## src/hw/rtl/ffba_pkg.sv

```systemverilog
`default_nettype none

package ffba_pkg;

  // Default sizing of the descriptor table and of block offsets.
  localparam int unsigned MAX_BLOCKS_DEF = 64;
  localparam int unsigned ADDR_BITS_DEF  = 32;

  // Fixed field widths.
  localparam int unsigned DATA_W    = 32;
  localparam int unsigned STATUS_W  = 3;
  localparam int unsigned CFG_IDX_W = 2;

  localparam logic [DATA_W-1:0] POOL_SIZE_RESET = 32'd65536;

  // Configuration register indexes.
  localparam logic [CFG_IDX_W-1:0] REG_POOL_BASE = 2'd0;
  localparam logic [CFG_IDX_W-1:0] REG_POOL_SIZE = 2'd1;

  // Request opcodes.
  localparam logic OPC_ALLOC = 1'b0;
  localparam logic OPC_FREE  = 1'b1;

  // Result status codes.
  localparam logic [STATUS_W-1:0] ST_OK         = 3'd0;
  localparam logic [STATUS_W-1:0] ST_ZERO_SIZE  = 3'd1;
  localparam logic [STATUS_W-1:0] ST_NO_FIT     = 3'd2;
  localparam logic [STATUS_W-1:0] ST_TABLE_FULL = 3'd3;
  localparam logic [STATUS_W-1:0] ST_NOT_FOUND  = 3'd4;

  typedef struct packed {
    logic              opcode;
    logic [DATA_W-1:0] request_size;
    logic [DATA_W-1:0] block_address;
  } ffba_req_t;

  typedef struct packed {
    logic [STATUS_W-1:0] status;
    logic [DATA_W-1:0]   address;
  } ffba_rsp_t;

  // Datapath operations, one per cycle.
  typedef enum logic [3:0] {
    OP_NONE,
    OP_LOAD,
    OP_FIRST,
    OP_STEP,
    OP_SAVE_B2,
    OP_SPLIT1,
    OP_SPLIT2,
    OP_SPLIT2_LAST,
    OP_CLR_FREE,
    OP_MERGE,
    OP_PUSH_B2,
    OP_RES
  } ffba_op_e;

  typedef struct packed {
    ffba_op_e            op;
    logic [STATUS_W-1:0] status;
    logic                res_addr;
  } ffba_cmd_t;

  typedef struct packed {
    logic is_alloc;
    logic size_zero;
    logic fit_ge;
    logic fit_gt;
    logic cnt_zero;
    logic is_tail;
    logic steps_max;
    logic addr_match;
    logic join_prev;
    logic join_next;
  } ffba_sts_t;

endpackage

`default_nettype wire

```

## src/hw/rtl/ffba_ctrl.sv

```systemverilog
`default_nettype none

module ffba_ctrl import ffba_pkg::*; (
  input  wire logic      clk_i,
  input  wire logic      rst_ni,
  input  wire logic      start_i,
  input  wire ffba_sts_t sts_i,
  output ffba_cmd_t      cmd_o,
  output logic           busy_o
);

  localparam logic [3:0] S_IDLE   = 4'd0;
  localparam logic [3:0] S_HEAD   = 4'd1;
  localparam logic [3:0] S_AWALK  = 4'd2;
  localparam logic [3:0] S_SPLIT1 = 4'd3;
  localparam logic [3:0] S_SPLIT2 = 4'd4;
  localparam logic [3:0] S_CLRF   = 4'd5;
  localparam logic [3:0] S_FWALK  = 4'd6;
  localparam logic [3:0] S_MERGE  = 4'd7;
  localparam logic [3:0] S_PUSH   = 4'd8;
  localparam logic [3:0] S_RES    = 4'd9;

  logic [3:0]          state_q, state_d;
  logic [STATUS_W-1:0] status_q, status_d;
  logic                res_addr_q, res_addr_d;
  logic                split_last_q, split_last_d;

  // Sequencer: one datapath operation per cycle.
  always_comb begin
    state_d         = state_q;
    status_d        = status_q;
    res_addr_d      = res_addr_q;
    split_last_d    = split_last_q;
    cmd_o.op        = OP_NONE;
    cmd_o.status    = status_q;
    cmd_o.res_addr  = res_addr_q;
    case (state_q)
      S_IDLE: begin
        if (start_i) begin
          cmd_o.op   = OP_LOAD;
          res_addr_d = 1'b0;
          state_d    = S_HEAD;
        end
      end
      S_HEAD: begin
        if (!sts_i.is_alloc) begin
          cmd_o.op = OP_FIRST;
          state_d  = S_FWALK;
        end else if (sts_i.size_zero) begin
          status_d = ST_ZERO_SIZE;
          state_d  = S_RES;
        end else if (sts_i.fit_ge) begin
          if (sts_i.cnt_zero) begin
            status_d = ST_TABLE_FULL;
            state_d  = S_RES;
          end else begin
            split_last_d = 1'b1;
            state_d      = S_SPLIT1;
          end
        end else begin
          cmd_o.op = OP_FIRST;
          state_d  = S_AWALK;
        end
      end
      S_AWALK: begin
        if (sts_i.fit_ge) begin
          if (!sts_i.fit_gt) begin
            state_d = S_CLRF;
          end else if (sts_i.cnt_zero) begin
            status_d = ST_TABLE_FULL;
            state_d  = S_RES;
          end else begin
            split_last_d = 1'b0;
            state_d      = S_SPLIT1;
          end
        end else if (sts_i.is_tail || sts_i.steps_max) begin
          status_d = ST_NO_FIT;
          state_d  = S_RES;
        end else begin
          cmd_o.op = OP_STEP;
        end
      end
      S_SPLIT1: begin
        cmd_o.op = OP_SPLIT1;
        state_d  = S_SPLIT2;
      end
      S_SPLIT2: begin
        cmd_o.op   = split_last_q ? OP_SPLIT2_LAST : OP_SPLIT2;
        status_d   = ST_OK;
        res_addr_d = 1'b1;
        state_d    = S_RES;
      end
      S_CLRF: begin
        cmd_o.op   = OP_CLR_FREE;
        status_d   = ST_OK;
        res_addr_d = 1'b1;
        state_d    = S_RES;
      end
      S_FWALK: begin
        if (sts_i.steps_max || sts_i.addr_match || sts_i.is_tail) begin
          if (sts_i.is_tail || !sts_i.addr_match) begin
            status_d = ST_NOT_FOUND;
            state_d  = S_RES;
          end else begin
            cmd_o.op = OP_SAVE_B2;
            state_d  = S_MERGE;
          end
        end else begin
          cmd_o.op = OP_STEP;
        end
      end
      S_MERGE: begin
        cmd_o.op = OP_MERGE;
        status_d = ST_OK;
        state_d  = (sts_i.join_prev && sts_i.join_next) ? S_PUSH : S_RES;
      end
      S_PUSH: begin
        cmd_o.op = OP_PUSH_B2;
        state_d  = S_RES;
      end
      S_RES: begin
        cmd_o.op = OP_RES;
        state_d  = S_IDLE;
      end
      default: begin
        state_d = S_IDLE;
      end
    endcase
  end

  always_ff @(posedge clk_i or negedge rst_ni) begin
    if (!rst_ni) begin
      state_q      <= S_IDLE;
      status_q     <= ST_OK;
      res_addr_q   <= 1'b0;
      split_last_q <= 1'b0;
    end else begin
      state_q      <= state_d;
      status_q     <= status_d;
      res_addr_q   <= res_addr_d;
      split_last_q <= split_last_d;
    end
  end

  assign busy_o = (state_q != S_IDLE);

`ifndef NO_ASSERTIONS
  a_res_to_idle: assert property (@(posedge clk_i) disable iff (!rst_ni)
    (state_q == S_RES) |=> (state_q == S_IDLE))
    else $error("result transfer did not end the request");
  a_load_only_idle: assert property (@(posedge clk_i) disable iff (!rst_ni)
    (cmd_o.op == OP_LOAD) |-> !busy_o)
    else $error("request loaded while busy");
  a_busy_after_load: assert property (@(posedge clk_i) disable iff (!rst_ni)
    (cmd_o.op == OP_LOAD) |=> busy_o)
    else $error("accepted request did not raise busy");
`endif

endmodule

`default_nettype wire

```

## config.mk

```make
export PLATFORM = sky130hd
export DESIGN_NAME = ffba_ctrl
export DESIGN_NICKNAME = d
export VERILOG_FILES = /design/src/hw/rtl/ffba_pkg.sv /design/src/hw/rtl/ffba_ctrl.sv
export SDC_FILE = /design/constraint.sdc
export NUM_CORES = 1
export LEC_CHECK = 0
export BUFFER_PORTS_ARGS = -buffer_cell sky130_fd_sc_hd__buf_2
export CAP_MARGIN = 10
export CORE_MARGIN = 1.5
export CORE_UTILIZATION = 45
export CTS_CLUSTER_SIZE = 30
export DETAILED_ROUTE_END_ITERATION = 8
export GPL_TIMING_DRIVEN = 0
export PLACE_DENSITY = 0.7
export SLEW_MARGIN = 20
export SYNTH_ARGS = -nofsm -noshare
export SYNTH_HDL_FRONTEND = slang
export SYNTH_SLANG_ARGS = --single-unit
```

## constraint.sdc

```tcl
create_clock -name clk_i -period 4.4 [get_ports clk_i]
set_input_delay 0.44 -clock clk_i [delete_from_list [all_inputs] [get_ports clk_i]]
set_output_delay 0.44 -clock clk_i [all_outputs]
set_load 0.1 [all_outputs]
```

# After elaboration in Yosys (flattened, before gate mapping)
# Cells that the tools add are included.
classes:
  muxes: 42
  eq_ne: 22
  n_reduce_logical: 18
ops:
  columns: ["cell", "count"]
  rows:
  - ["$mux W4", 11]
  - ["$pmux W4 S10", 1]
  - ["$mux W3", 10]
  - ["$pmux W4 S7", 1]
  - ["$ne A2 B2 Y1 const B", 10]
  - ["$eq A4 B3 Y1 const B", 4]
  - ["$pmux W3 S4", 1]
  - ["$mux W1", 11]
  - ["$mux W2", 5]
  - ["$ne A3 B3 Y1 const B", 3]
  - ["$eq A4 B2 Y1 const B", 2]
  - ["$eq A4 B4 Y1 const B", 2]
  - ["$reduce_and A8 Y1", 1]
  - ["$reduce_bool A4 Y1", 2]
  - ["$reduce_and A7 Y1", 1]
  - ["$reduce_or A3 Y1", 2]
  - ["$eq A4 B1 Y1 const B", 1]
  - ["$logic_not A4 Y1", 1]
  - ["$logic_or A1 B1 Y1", 4]
  - ["$pmux W1 S2", 2]
  - ["$reduce_bool A2 Y1", 2]
  - ["$reduce_and A3 Y1", 1]
  - ["$reduce_and A2 Y1", 1]
  - ["$reduce_or A2 Y1", 1]
  - ["other kinds (2)", 2]
word_totals:
  elab_cells: 86
  output_inout_bits: 9
  register_bits: 9
  in_bits: 13

# Longest topological paths before layout
logic_depth:
  depth_word: 5
  mapped_depth: 6
  mapped_depth_nobuf: 5

# Least setup slack after synthesis
# Ideal clock, no wire load.
synth_path:
  path_kind: "reg-to-output"
  start: "reg state_q[3]"
  end: "out cmd_o[5] (netlist name)"
  setup_slack_ns: 0.598
  stages_incl_launch_ff: 5
  arrival_ns: 3.362
  required_time_ns: 3.960
  cell_sequence: "dfrtp_1 -> clkbuf_1 -> clkbuf_1 -> a21oi_1 -> o32ai_1"
synth_lines:
  columns: ["element", "line", "rtl"]
  rows:
  - ["start, declared", "ffba_ctrl.sv:23", "logic [3:0] state_q, state_d;"]
  - ["start signal, assigned", "ffba_ctrl.sv:138", "state_q <= state_d;"]
  - ["end, declared", "ffba_ctrl.sv:8", "output ffba_cmd_t cmd_o,"]

==> impl_metrics.json <==
{
  "portBuffers": 21,
  "final_layout_size_suffix_gt1_share_pct": 22.3,
  "cts_buffers": 3,
  "path_buf_inv": 3,
  "ff2ff_path_depth": 5,
  "hp-class": "in2async",
  "max_stage_delay_ns": 0.47,
  "drc_errors": 0,
  "dp_hpwl_mm": 1.62,
  "drtAntennaViolNets": 0,
  "dieArea_um2": 2090,
  "path_max_fanout": 10,
  "layout_common_cells": "buf_2 (21), a21oi_1 (12), nor2_1 (9), dfrtp_1 (9), nand2_1 (8)",
  "overflow": 0,
  "crit_path_end_kind": "output pin",
  "synthMuxAreaShare_pct": 2.59,
  "synth-edff-count": 0,
  "clk_path_buf_depth": 2,
  "yosys.area_share.simple_pct": 32.6,
  "synth_ff_type": "dfrtp_1",
  "core_um2": 1730,
  "antenna_cells": 0,
  "worst_slew_pin_slew_ns": 0.464,
  "post_cts_buffers": 0,
  "detail_route.first_pass.iterations": 4,
  "status": "complete, no violations",
  "synth-seq-area-share_pct": 27.4,
  "grt_max_degree": 11,
  "final_common_cell": "buf_2",
  "fmax_mhz": 361,
  "yosys_warnings": 0,
  "drt_iter0_markers": 35,
  "io_pins": 22,
  "rr_startpoint": "state_q[0]$_DFFE_PN0P_",
  "slew_headroom_pct": 68.6,
  "finClkSkew_ns": 0.0120,
  "synth_cells": 105,
  "wire_per_inst_um": 13.7,
  "path_depth": 5,
  "synth-xor-area-share_pct": 0,
  "crit_path_frequent_cell": "clkbuf_1",
  "grtUsageTotal_pct": 21.3,
  "clock_latency_ns": 0.27,
  "rows": 15,
  "clk_pin_slew_ns": 0.07,
  "syn_to_final_growth_pct": 20.0,
  "r2r_end": "status_q[2]$_DFFE_PN0P_",
  "required_ns": 3.96,
  "synth_top_family_by_area": "simple AND/OR/NAND/NOR gates",
  "wl_mm": 2.12,
  "finalCriticalPeriod_ns": 2.77,
  "ctsResizeCount": 0,
  "rsz0062_at_grt": "false",
  "synthAdderAreaFrac_pct": 0,
  "finalHoldViolations": 0,
  "hold_buffers": 0,
  "grt_pass1_wl_mm": 3.13,
  "htree_levels": 1,
  "yosys_register_bits": 9,
  "crit_type": "reg2out",
  "syn-num-nets": 118,
  "crit_slowest_cell": "dfrtp_1",
  "critPathArrivalTime_ns": 2.33,
  "die_w_um": 45.7,
  "via_per_inst": 5.85,
  "cts_root_buf": "clkbuf_4",
  "crit_path_cell_trace": "clkbuf_1, clkbuf_1, a21oi_1, o32ai_1, buf_2",
  "crit_family": "buffers and inverters",
  "synthArstFlopShare_pct": 100,
  "synth_compound_area_share_pct": 30.5,
  "die_y_um": 45.7,
  "num-nets-final": 144,
  "initial_utilization_pct": 47.5,
  "vias": 906,
  "cts_tree": "done",
  "tns_ns": 0,
  "finalSetupViolCount": 0,
  "startpoint": "state_q[3]$_DFFE_PN0P_",
  "synth.distinct_cells": 40,
  "fin_crit_sh_pct": 62.9,
  "cp-endpoint": "cmd_o[5]",
  "grt_pass1_vias": 722,
  "num-fill-cells": 167,
  "cap_violations": 0,
  "place_congestion": 0.850,
  "antenna_found_initial": 0,
  "cp-start-kind": "flip-flop",
  "finalMaxSlewViolations": 0,
  "avgSynthCellArea_um2": 7.82,
  "cts_num_sinks": 9,
  "r2r_slack_ns": 2.47,
  "synth_area_um2": 821
}
-- cell type report --
class | count | area (um^2) | share of cell area (%)
Multi-Input combinational cell | 84 | 539 | 54.8
Tap cell | 25 | 31.3 | 3.18
Buffer | 7 | 37.5 | 3.81
Sequential cell | 9 | 225 | 22.9
Timing Repair Buffer | 21 | 105 | 10.7
Clock inverter | 1 | 5.00 | 0.508
Inverter | 5 | 18.8 | 1.91
Clock buffer | 3 | 22.5 | 2.29
-- Yosys cell counts, drive strengths merged (2+ instances only) --
| cell type | count | area [um^2] |
|---|---|---|
| nor2b | 5 | 31.3 |
| a31oi | 2 | 12.5 |
| buf | 2 | 18.8 |
| a21o | 3 | 22.5 |
| nand3 | 3 | 15.0 |
| inv | 5 | 18.8 |
| nand2b | 4 | 25.0 |
| or3 | 2 | 12.5 |
| o21ai | 7 | 35.0 |
| or4b | 3 | 33.8 |
| dfrtp | 9 | 225 |
| clkbuf | 5 | 18.8 |
| nand2 | 8 | 30.0 |
| a21oi | 12 | 60.1 |
| nor3 | 3 | 15.0 |
| or4 | 2 | 15.0 |
| nor4b | 2 | 32.5 |
| nor2 | 9 | 33.8 |
| a211oi | 2 | 15.0 |
-- state kept, by name (all words and copies together), names as in the netlist --
name	count
state_q	4
status_q	3
res_addr_q	1
split_last_q	1
-- how the worst min path moves through the flow --
stage                       from                endpoint  cells after the start
after floorplan           rst_ni  res_addr_q$_DFFE_PN0P_                      0
after global placement    rst_ni  state_q[1]$_DFFE_PN0P_                      1
after detailed placement  rst_ni  state_q[1]$_DFFE_PN0P_                      1
after CTS                 rst_ni  state_q[0]$_DFFE_PN0P_                      1
after global routing      rst_ni  state_q[3]$_DFFE_PN0P_                      1
final                     rst_ni  state_q[3]$_DFFE_PN0P_                      1
-- metrics by stage --
step | cell area, um^2 | hold WS (ns) | utilization [%] | instances | setup slack (ns)
2_1_floorplan | 821 | 0.144 | - | 105 | 0.598
3_3_place_gp | 957 | 0.307 | 55.4 | 151 | 1.98
3_5_place_dp | 957 | 0.306 | 55.4 | 151 | 1.94
4_1_cts | 985 | 0.0110 | 57.0 | 155 | 1.63
5_1_grt | 985 | 0.0111 | 57.0 | 155 | 1.46
6_report | 985 | 0.0125 | 57.0 | 155 | 1.63
-- routing by layer --
metal / wire (um) / track usage, %
met5: 0 / 0
met4: 0 / 2.29
met3: 146 / 7.54
met2: 978 / 31.8
met1: 1000 / 30.6
-- cell families (layout without fill, tap and decap cells) --
group / Yosys count / in the layout
AND/OR/NAND/NOR: 44 / 44
buffers and inverters: 12 / 37
AO/OA/AOI/OAI: 38 / 38
multiplexers: 2 / 2
flip-flops: 9 / 9
Power is left out: the tool's default activity adds up to more than one toggle a clock period on the data nets, which glitch-free logic cannot reach.
